$ cat src/rtl/core/tccs_pkg.sv
// Types and constants shared by the text console modules.
package tccs_pkg;

  localparam logic [7:0] CH_NEWLINE   = 8'd10;
  localparam logic [7:0] CH_RETURN    = 8'd13;
  localparam logic [7:0] CH_BACKSPACE = 8'd8;
  localparam logic [7:0] CH_TAB       = 8'd9;
  localparam logic [7:0] CH_SPACE     = 8'd32;

  localparam logic [15:0] RESET_BLANK = 16'h0720;

  localparam logic [1:0] CFG_COLUMNS   = 2'd0;
  localparam logic [1:0] CFG_ROWS      = 2'd1;
  localparam logic [1:0] CFG_TAB       = 2'd2;
  localparam logic [1:0] CFG_ATTRIBUTE = 2'd3;

  typedef enum logic [2:0] {
    ST_INIT,
    ST_IDLE,
    ST_EXEC,
    ST_COPY_RD,
    ST_COPY_WR,
    ST_BLANK,
    ST_FILL
  } state_t;

  typedef struct packed {
    logic [6:0] col;
    logic [4:0] row;
    logic       wrote;
    logic       scroll;
  } step_t;

endpackage

$ cat src/rtl/core/tccs_cursor_step.sv
// Cursor update for one item: control codes, wrap and scroll decision.
module tccs_cursor_step (
  input  logic [6:0]      col_in,
  input  logic [4:0]      row_in,
  input  logic [6:0]      cols,
  input  logic [4:0]      rows,
  input  logic [3:0]      tab,
  input  logic            command,
  input  logic [7:0]      character,
  output tccs_pkg::step_t step
);
  import tccs_pkg::*;

  logic [7:0] col_w;
  logic [5:0] row_w;
  logic       wrote;
  logic       scroll;

  always_comb begin
    col_w  = {1'b0, col_in};
    row_w  = {1'b0, row_in};
    wrote  = 1'b0;
    scroll = 1'b0;
    if (command) begin
      col_w = '0;
      row_w = '0;
    end else begin
      priority if (character == CH_NEWLINE) begin
        col_w = '0;
        row_w = row_w + 6'd1;
      end else if (character == CH_RETURN) begin
        col_w = '0;
      end else if (character == CH_BACKSPACE) begin
        if (col_w != '0) col_w = col_w - 8'd1;
      end else if (character == CH_TAB) begin
        col_w = col_w + {4'b0, tab};
      end else begin
        wrote = 1'b1;
        col_w = col_w + 8'd1;
      end
      if (col_w > ({1'b0, cols} - 8'd1)) begin
        col_w = '0;
        row_w = row_w + 6'd1;
      end
      // Running off the bottom scrolls and parks the cursor on the last row.
      if (row_w > ({1'b0, rows} - 6'd1)) begin
        scroll = 1'b1;
        col_w  = '0;
        row_w  = {1'b0, rows} - 6'd1;
      end
    end
    step.col    = col_w[6:0];
    step.row    = row_w[4:0];
    step.wrote  = wrote;
    step.scroll = scroll;
  end

endmodule

$ cat src/rtl/core/text_console_cursor_scroll.sv
// Text console: cursor sequencer, screen store and configuration registers.
//
// Usage: an item (command, character) is taken at a clock edge where start is
// high and busy is low. One result per item appears on the result ports for a
// single cycle with done high; the receiver cannot stall it, and start may be
// raised again in that same done cycle.
// Configuration is a plain write port (cfg_we, cfg_index, cfg_data), taken at
// any edge with cfg_we high; it should only be used while busy is low.
// Steps per item, set by the single screen store port and the one address unit:
//   printable byte or cursor move without scroll: ST_EXEC, then back to idle;
//   clear command: ST_EXEC, then ST_FILL writes rows*columns blanks, one per cycle;
//   scroll: ST_EXEC, then each of the (rows-1)*columns moved cells is
//   read in ST_COPY_RD and written one row up in ST_COPY_WR, then the
//   bottom row is blanked in ST_BLANK, one cell per cycle.
// After reset the block sweeps all MAX_COLUMNS*MAX_ROWS cells of the store,
// writing blanks with attribute 7 and holding busy high; configuration writes
// are taken during that sweep.
module text_console_cursor_scroll #(
  parameter int MAX_COLUMNS = 80,
  parameter int MAX_ROWS    = 25
) (
  input  logic        clk,
  input  logic        rst,
  input  logic        start,
  output logic        busy,
  input  logic        command,
  input  logic [7:0]  character,
  output logic        done,
  output logic [6:0]  cursor_column,
  output logic [4:0]  cursor_row,
  output logic        wrote_cell,
  output logic [10:0] cell_index,
  output logic [15:0] cell_value,
  output logic        scrolled,
  input  logic        cfg_we,
  input  logic [1:0]  cfg_index,
  input  logic [7:0]  cfg_data
);
  import tccs_pkg::*;

  localparam int STORE  = MAX_COLUMNS * MAX_ROWS;
  localparam int ADDR_W = $clog2(STORE);
  localparam int PTR_W  = $clog2(STORE + MAX_COLUMNS + 1);

  // Configuration registers.
  logic [6:0] screen_columns;
  logic [4:0] screen_rows;
  logic [3:0] tab_width;
  logic [7:0] cell_attribute;

  always_ff @(posedge clk) begin
    if (rst) begin
      screen_columns <= 7'd80;
      screen_rows    <= 5'd25;
      tab_width      <= 4'd2;
      cell_attribute <= 8'd7;
    end else if (cfg_we) begin
      unique case (cfg_index)
        CFG_COLUMNS:   screen_columns <= cfg_data[6:0];
        CFG_ROWS:      screen_rows    <= cfg_data[4:0];
        CFG_TAB:       tab_width      <= cfg_data[3:0];
        CFG_ATTRIBUTE: cell_attribute <= cfg_data;
      endcase
    end
  end

  // Geometry in effect, clamped to at least 1 column and 2 rows and to the store's shape.
  logic [6:0] cols_eff;
  logic [4:0] rows_eff;

  always_comb begin
    if (screen_columns == '0) cols_eff = 7'd1;
    else if (int'(screen_columns) > MAX_COLUMNS) cols_eff = 7'(MAX_COLUMNS);
    else cols_eff = screen_columns;
    if (screen_rows < 5'd2) rows_eff = 5'd2;
    else if (int'(screen_rows) > MAX_ROWS) rows_eff = 5'(MAX_ROWS);
    else rows_eff = screen_rows;
  end

  // Sequencer and working registers.
  state_t           state, state_next;
  logic [6:0]       cursor_col;
  logic [4:0]       cursor_line;
  logic             cmd_q;
  logic [7:0]       char_q;
  logic [6:0]       col_q;
  logic [4:0]       row_q;
  logic [PTR_W-1:0] limit;
  logic [PTR_W-1:0] ptr;
  logic [15:0]      rdata;

  // Shared multiplier: screen size while idle, row offset during execution.
  logic [4:0]  mul_a;
  logic [11:0] mul_p;
  logic [11:0] idx;

  assign mul_a = (state == ST_IDLE) ? rows_eff : row_q;
  assign mul_p = 12'(mul_a * cols_eff);
  assign idx   = mul_p + {5'b0, col_q};

  step_t step;

  tccs_cursor_step u_step (
    .col_in    (col_q),
    .row_in    (row_q),
    .cols      (cols_eff),
    .rows      (rows_eff),
    .tab       (tab_width),
    .command   (cmd_q),
    .character (char_q),
    .step      (step)
  );

  logic             accept;
  logic [PTR_W-1:0] ptr_back;
  logic [PTR_W-1:0] cols_w;

  assign accept   = (state == ST_IDLE) && start;
  assign cols_w   = PTR_W'(cols_eff);
  assign ptr_back = ptr - cols_w;

  // Next state.
  always_comb begin
    state_next = state;
    unique case (state)
      ST_INIT:    if (ptr == PTR_W'(STORE - 1)) state_next = ST_IDLE;
      ST_IDLE:    if (start) state_next = ST_EXEC;
      ST_EXEC: begin
        if (cmd_q) state_next = ST_FILL;
        else if (step.scroll) state_next = ST_COPY_RD;
        else state_next = ST_IDLE;
      end
      ST_COPY_RD: state_next = ST_COPY_WR;
      ST_COPY_WR: state_next = (ptr + 1'b1 == limit) ? ST_BLANK : ST_COPY_RD;
      ST_BLANK:   if (ptr + 1'b1 == limit + cols_w) state_next = ST_IDLE;
      ST_FILL:    if (ptr + 1'b1 == limit) state_next = ST_IDLE;
      default:    state_next = ST_INIT;
    endcase
  end

  // Store port and pointer control.
  logic              mem_we;
  logic [ADDR_W-1:0] mem_waddr;
  logic [15:0]       mem_wdata;
  logic              ptr_inc;
  logic              done_next;
  logic [15:0]       blank;

  assign blank = {cell_attribute, CH_SPACE};

  always_comb begin
    mem_we    = 1'b0;
    mem_waddr = ADDR_W'(ptr);
    mem_wdata = blank;
    ptr_inc   = 1'b0;
    unique case (state)
      ST_INIT: begin
        mem_we    = 1'b1;
        mem_wdata = RESET_BLANK;
        ptr_inc   = 1'b1;
      end
      ST_EXEC: begin
        mem_we    = step.wrote;
        mem_waddr = ADDR_W'(idx);
        mem_wdata = {cell_attribute, char_q};
      end
      ST_COPY_WR: begin
        mem_we    = 1'b1;
        mem_waddr = ADDR_W'(ptr_back);
        mem_wdata = rdata;
        ptr_inc   = 1'b1;
      end
      ST_BLANK: begin
        mem_we    = 1'b1;
        mem_waddr = ADDR_W'(ptr_back);
        ptr_inc   = 1'b1;
      end
      ST_FILL: begin
        mem_we  = 1'b1;
        ptr_inc = 1'b1;
      end
      default: begin
        mem_we = 1'b0;
      end
    endcase
    done_next = (state != ST_IDLE) && (state != ST_INIT) && (state_next == ST_IDLE);
  end

  // Screen store.
  logic [15:0] mem [STORE];

  always_ff @(posedge clk) begin
    if (mem_we) mem[mem_waddr] <= mem_wdata;
    rdata <= mem[ADDR_W'(ptr)];
  end

  always_ff @(posedge clk) begin
    if (rst) begin
      state       <= ST_INIT;
      ptr         <= '0;
      cursor_col  <= '0;
      cursor_line <= '0;
      done        <= 1'b0;
    end else begin
      state <= state_next;
      done  <= done_next;
      if (state == ST_EXEC) begin
        cursor_col  <= step.col;
        cursor_line <= step.row;
        ptr         <= cmd_q ? '0 : cols_w;
      end else if (ptr_inc) begin
        ptr <= ptr + 1'b1;
      end
    end
  end

  // Item capture and result registers.
  always_ff @(posedge clk) begin
    if (accept) begin
      cmd_q  <= command;
      char_q <= character;
      col_q  <= (cursor_col > cols_eff - 7'd1) ? cols_eff - 7'd1 : cursor_col;
      row_q  <= (cursor_line > rows_eff - 5'd1) ? rows_eff - 5'd1 : cursor_line;
      limit  <= PTR_W'(mul_p);
    end
    if (state == ST_EXEC) begin
      cursor_column <= step.col;
      cursor_row    <= step.row;
      wrote_cell    <= step.wrote;
      cell_index    <= step.wrote ? idx[10:0] : 11'd0;
      cell_value    <= step.wrote ? {cell_attribute, char_q} : 16'd0;
      scrolled      <= step.scroll;
    end
  end

  assign busy = (state != ST_IDLE);

endmodule

$ cat config.mk
export PLATFORM = sky130hd
export DESIGN_NAME = text_console_cursor_scroll
export DESIGN_NICKNAME = d
export VERILOG_FILES = /design/src/rtl/core/tccs_pkg.sv /design/src/rtl/core/tccs_cursor_step.sv /design/src/rtl/core/text_console_cursor_scroll.sv
export SDC_FILE = /design/constraint.sdc
export NUM_CORES = 1
export LEC_CHECK = 0
export ABC_CLOCK_PERIOD_IN_PS = 13200
export BUFFER_PORTS_ARGS = -buffer_cell sky130_fd_sc_hd__buf_2
export CAP_MARGIN = 20
export CORE_MARGIN = 5
export CORE_UTILIZATION = 30
export DETAILED_ROUTE_END_ITERATION = 8
export HOLD_SLACK_MARGIN = 0.1
export PLACE_DENSITY_LB_ADDON = 0.08
export SETUP_SLACK_MARGIN = 0.4
export SLEW_MARGIN = 10
export SYNTH_ARGS = -nofsm -noshare
export SYNTH_HDL_FRONTEND = slang
export SYNTH_SLANG_ARGS = --single-unit
$ cat constraint.sdc
create_clock -name clk -period 13.2 [get_ports clk]
set_input_delay 3.3 -clock clk [delete_from_list [all_inputs] [get_ports clk]]
set_output_delay 3.3 -clock clk [all_outputs]
set_load 0.03 [all_outputs]
# [Yosys cells after proc, flatten, opt, wreduce, memory -nomap -nowiden]
# Index checks and enable logic that the tools add are counted.
[word_totals] regBits=126 output_inout_bits=43 elab_cells=113
[op_classes] reduce_logical=14 mul=1 add_sub_neg=12 eq_ne=18 magnitude_cmp=7 n_mux=41
[op_table] op="2-to-1 mux 7 bit" n=7
[op_table] op="2-to-1 mux 8 bit" n=6
[op_table] op="equality test 8 x 4 -> 1 bit (second input constant)" n=4
[op_table] op="2-to-1 mux 5 bit" n=6
[op_table] op="equality test 12 bit" n=2
[op_table] op="2-to-1 mux 12 bit" n=2
[op_table] op="2-to-1 mux 6 bit" n=4
[op_table] op="case mux 3 bit (7 select lines)" n=1
[op_table] op="2-to-1 mux 3 bit" n=6
[op_table] op="subtractor 7 x 1 -> 8 bit (second input constant)" n=2
[op_table] op="adder 12 x 1 -> 12 bit (second input constant)" n=1
[op_table] op="adder 12 x 7 -> 12 bit" n=1
[op_table] op="equality test 12 x 11 -> 1 bit (second input constant)" n=1
[op_table] op="multiplier 5 x 7 -> 12 bit" n=1
[op_table] op="adder 11 x 7 -> 11 bit" n=1
[op_table] op="equality test 3 bit (second input constant)" n=3
[op_table] op="adder 7 x 1 -> 8 bit (second input constant)" n=1
[op_table] op="adder 7 x 4 -> 8 bit" n=1
[op_table] op="> comparator 8 bit" n=1
[op_table] op="2-to-1 mux 1 bit" n=8
[op_table] op="AND reduction 2 bit" n=4
[op_table] op="> comparator 7 bit" n=1
[op_table] op="> comparator 7 bit (second input constant)" n=1
[op_table] op="zero test 7 bit" n=1
[op_table] op="22 further kinds" n=27

# [Logic depth before layout (Yosys ltp)]
[depth] word_depth=17 depth_mapped=31 mapped_depth_nobuf=30

# [Modules after synthesis]
# Synthesis repeated with hierarchy kept, for this count alone.
[unflattened] hier_cells=1004 hier_area_um2=9334.0
[modules_own_cells] module="text_console_cursor_scroll" area_each_um2=7888.8 n_inst=1 cells_per_inst=803
[modules_own_cells] module="tccs_cursor_step" area_each_um2=1445.1 n_inst=1 cells_per_inst=201

# [Worst setup path after synthesis]
# No wires, ideal clock.
[synth_timing] path_type="register to register" start="register char_q[5]" end="register cursor_col[5]" required_time_ps=13133 arrival_time_ps=6476 setup_slack_ps=6656 n_path_buf=1 path_stages_with_launch=29 setup_time_ps=67 period_less_slack_ps=6544 cell_sequence="edfxtp_1 or4_4 nor2_1 nor4bb_1 and2_1 ha_1 a21o_1 a21oi_1 nor2b_1 o21ai_0 a21oi_1 a221o_1 inv_1 ha_1 a21o_1 a21o_1 a221oi_1 a31oi_1 a21boi_1 xnor2_1 ha_1 a21o_1 a21o_1 a211oi_1 nor2_1 or3_1 clkbuf_1 or3_1 a21oi_2"
[synth_via] elab_chain_cells=12 word_cells_on_any_way=19
[synth_rtl] element="from (decl)" line="text_console_cursor_scroll.sv:85" source="logic [7:0] char_q;"
[synth_rtl] element="from (signal assigned)" line="text_console_cursor_scroll.sv:221" source="char_q <= character;"
[synth_rtl] element="equality test 8 x 4 -> 1 bit" line="tccs_cursor_step.sv:35" source="end else if (character == CH_TAB) begin"
[synth_rtl] element="2-to-1 mux 8 bit" line="tccs_cursor_step.sv:35"
[synth_rtl] element="2-to-1 mux 8 bit" line="tccs_cursor_step.sv:33" source="end else if (character == CH_BACKSPACE) begin"
[synth_rtl] element="2-to-1 mux 8 bit" line="tccs_cursor_step.sv:31" source="end else if (character == CH_RETURN) begin"
[synth_rtl] element="2-to-1 mux 8 bit" line="tccs_cursor_step.sv:28" source="priority if (character == CH_NEWLINE) begin"
[synth_rtl] element="2-to-1 mux 8 bit" line="tccs_cursor_step.sv:24" source="if (command) begin"
[synth_rtl] element="> comparator 8 bit" line="tccs_cursor_step.sv:41" source="if (col_w > ({1'b0, cols} - 8'd1)) begin"
[synth_rtl] element="2-to-1 mux 6 bit" line="tccs_cursor_step.sv:41"
[synth_rtl] element="2-to-1 mux 6 bit" line="tccs_cursor_step.sv:24"
[synth_rtl] element="> comparator 6 bit" line="tccs_cursor_step.sv:46" source="if (row_w > ({1'b0, rows} - 6'd1)) begin"
[synth_rtl] element="2-to-1 mux 7 bit *" line="tccs_cursor_step.sv:46"
[synth_rtl] element="2-to-1 mux 7 bit *" line="tccs_cursor_step.sv:24"
[synth_rtl] element="to (signal assigned)" line="text_console_cursor_scroll.sv:208" source="cursor_col <= step.col;"
[synth_rtl] element="to (decl)" line="text_console_cursor_scroll.sv:82" source="logic [6:0] cursor_col;"
# Every way passes the cells marked *; elsewhere a longest branch is shown, timed or not. The select of a mux whose other input is x is not followed.
# A chain may end at the register's enable or synchronous reset.

==> qor.csv <==
metric,value,unit
status,completed,
maxSlewViolCount,0,
cts_max_level,4,
timing.rr.start,char_q[5],
place_congestion,0.8339,
switching_share,27.75,%
multi_input_area,0.005182,mm^2
grt_max_degree,54,
cts_tree,done,
vias,6943,
cts_hold_buf,0,
p_int,0.0006980,W
maxClockFrequency,131.4,MHz
die_h,181.5,um
synth-warning-count,0,
netlist_area,0.008820,mm^2
seq_area,0.003263,mm^2
clkPwrFrac,48.9,%
synth-main-ff-cell,edfxtp_1,
critPathLaunchType,flop,
cp-end-kind,flop,
min_period,7.609,ns
arrival,7.96,ns
dieArea,0.03293,mm^2
crit_fanout,9,
setup-tns-final,0,ns
grtUsageTotal,15.51,%
whs,0.4583,ns
clock-sinks,126,
worst_clock_skew,0.01645,ns
setup_viol,0,
cp_slowest_stage_delay,0.61,ns
vdd_drop_max,0.08030,mV
nFillCells,3018,
whs_path_depth,2,
r2r_cells,28,
place_area,0.009522,mm^2
hold_end,cell_attribute[3],
clk_latency,0.43,ns
timing.rr.end,cursor_col[3],
slew_headroom,41.13,%
ant_nets,0,
grt_overflow,0,
cp_top_family,simple AND/OR/NAND/NOR gates,
clockBufferDepth,2,
crit_top_cell,a21oi_1,
dp.cells,1378,
nets,1125,
drv_cap,0,
die_w,181.5,um
path_class,flop to flop,
drive_above_1_share,12.09,%
initial_core_util,30.56,%
syn_area_per_cell,9.178,um^2
ys_ff_latch,126,
power.switching,0.0002681,W
yosysSeqAreaShare,37.00,%
io_buffers,65,
wl,24.83,mm
synth_edf_count,74,
cts_buffers,17,
drt_first_pass_iters,5,
hp-class,flop to flop,
tightest_slew,0.8798,ns
crit_path_top_delay_cell,or4_4,
post-route-period-util,57.64,%
boundaryPins,66,
insertedDiodeCount,0,
area_growth,14.41,%
r2r_slack,5.59,ns
total_power,0.0009661,W
worstPathRequired,13.55,ns
antenna_found_initial,0,
grt_pass1_vias,7129,
hold_viol_final,0,
grt_pass1_wl,40.31,mm
rows,62,
power.density,95.74,mW/mm^2
dpl.hpwl,18.27,mm
synthArstFlopShare,0,%
design_area,0.01009,mm^2
drc,0,
fin_cells,1410,
holdCritStartpoint,cell_attribute[3],
core-area,0.02886,mm^2
pwr-share-seq,43.7,%
netlist_instances,961,
yosysUniqueCellTypes,75,
drt-initial-drc-count,453,
vias_per_cell,4.924,
p_leak,4.068,nW
cts-root-buf,clkbuf_16,
p_comb_share,7.4,%
cts_setup_buffers,0,
grt_setup_unrepaired,false,
cts_resized,0,
critPathBufInv,1,
routedWlPerCell,17.61,um
clk_pin_slew,0.07,ns
## worst max-delay path by stage
stage	cells after the start	slack, ns	end	from
after floorplan	28	6.66	cursor_col[5]	char_q[5]
after global placement	25	5.86	cursor_col[5]	char_q[5]
after detailed placement	26	5.66	cursor_col[3]	char_q[5]
after CTS	28	5.63	cursor_col[3]	char_q[5]
after global routing	28	4.97	cursor_col[3]	char_q[5]
final	28	5.59	cursor_col[3]	char_q[5]
## tightest hold or removal path: cells and delay by family (launching register included)
| family | cells | cell delay, ns |
|---|---|---|
| AOI/OAI and AO/OA | 1 | 0.05 |
| DFF | 1 | 0.31 |
| and+or+nand+nor | 1 | 0.05 |
## layer usage
layer  up-vias  GRT usage, %  wire length [um]
met3        21         2.441               790
met2       123         24.30             11000
met1      3299         22.35             12710
li1       3500             -                 -
met4         0         4.023               330
met5         -             0                 0
## sequential cells by signal, summed over array words and instances, names as in the netlist, 3 cells and up
name / flops
char_q: 8
cell_index: 11
cursor_line: 5
cursor_col: 7
cursor_row: 5
ptr: 12
tab_width: 4
col_q: 7
cursor_column: 7
state: 3
row_q: 5
cell_attribute: 8
limit: 12
screen_rows: 5
cell_value: 16
screen_columns: 7
## stage by stage
stage / worst slack, ns / utilization [%]
detailed placement: 5.663 / 33.00
floorplan: 6.656 / -
CTS: 5.634 / 34.97
global route: 4.967 / 34.97
finish: 5.591 / 34.97
global placement: 5.856 / 33.00
## synth_stat cells (10+ instances only)
cell | n | share of area [%]
nand2_1 | 90 | 3.8
nand3_1 | 20 | 1.1
mux2i_1 | 23 | 2.6
a21oi_1 | 65 | 3.7
nor2b_1 | 19 | 1.3
nor3_1 | 24 | 1.4
nand2b_1 | 15 | 1.1
edfxtp_1 | 74 | 25
dfxtp_1 | 52 | 12
and2_1 | 32 | 2.3
a21o_1 | 14 | 1.2
o21ai_0 | 40 | 2.3
nor2_1 | 98 | 4.2
ha_1 | 71 | 10
xor2_1 | 20 | 2.0
fa_1 | 18 | 4.1
inv_1 | 62 | 2.6
a31oi_1 | 10 | 0.71
xnor2_1 | 43 | 4.3
clkbuf_1 | 29 | 1.2
## cells in the final DEF, fill, tap and decap left out, drive strengths merged, types with 5 or more instances in the layout
master / n
a211o: 6
a21o: 14
a21oi: 67
a31oi: 10
and2: 32
and3: 6
buf: 70
clkbuf: 17
dfxtp: 52
edfxtp: 74
fa: 18
ha: 71
inv: 72
mux2: 6
mux2i: 23
nand2: 91
nand2b: 15
nand3: 21
nand3b: 9
nand4: 9
nor2: 99
nor2b: 19
nor3: 24
nor4: 5
o211ai: 5
o21a: 9
o21ai: 43
or3: 9
xnor2: 43
xor2: 20
## layout make-up
| class | instances | share of cell area [%] |
|---|---|---|
| inverters | 62 | 2.306 |
| clock buffers | 17 | 4.216 |
| well taps | 384 | 4.761 |
| multi-input cells | 736 | 51.36 |
| flip-flops and latches | 126 | 32.34 |
| repair buffers | 70 | 3.596 |
| clock inverters | 15 | 1.426 |
## kinds of logic after synthesis
family	count (synthesis)	share of synthesized area, %
AO/OA/AOI/OAI	196	14.03
XOR/XNOR	66	7.022
adder cells (fa/ha/maj)	89	14.16
buffers and inverters	100	4.369
flip-flops	126	37.00
multiplexers	29	3.376
other	1	0.04252
AND/OR/NAND/NOR	354	20.00
## power groups by stage
stage | clock network (W) | logic (W) | registers [W]
after global placement | 0 | 0.0000716 | 0.000431
after floorplan | 0 | 0.0000542 | 0.000428
after detailed placement | 0 | 0.0000716 | 0.000431
after CTS | 0.000488 | 0.0000724 | 0.000422
final | 0.000472 | 0.0000715 | 0.000422
after global routing | 0.000504 | 0.0000821 | 0.000423
(Power assumes the default switching activity.)
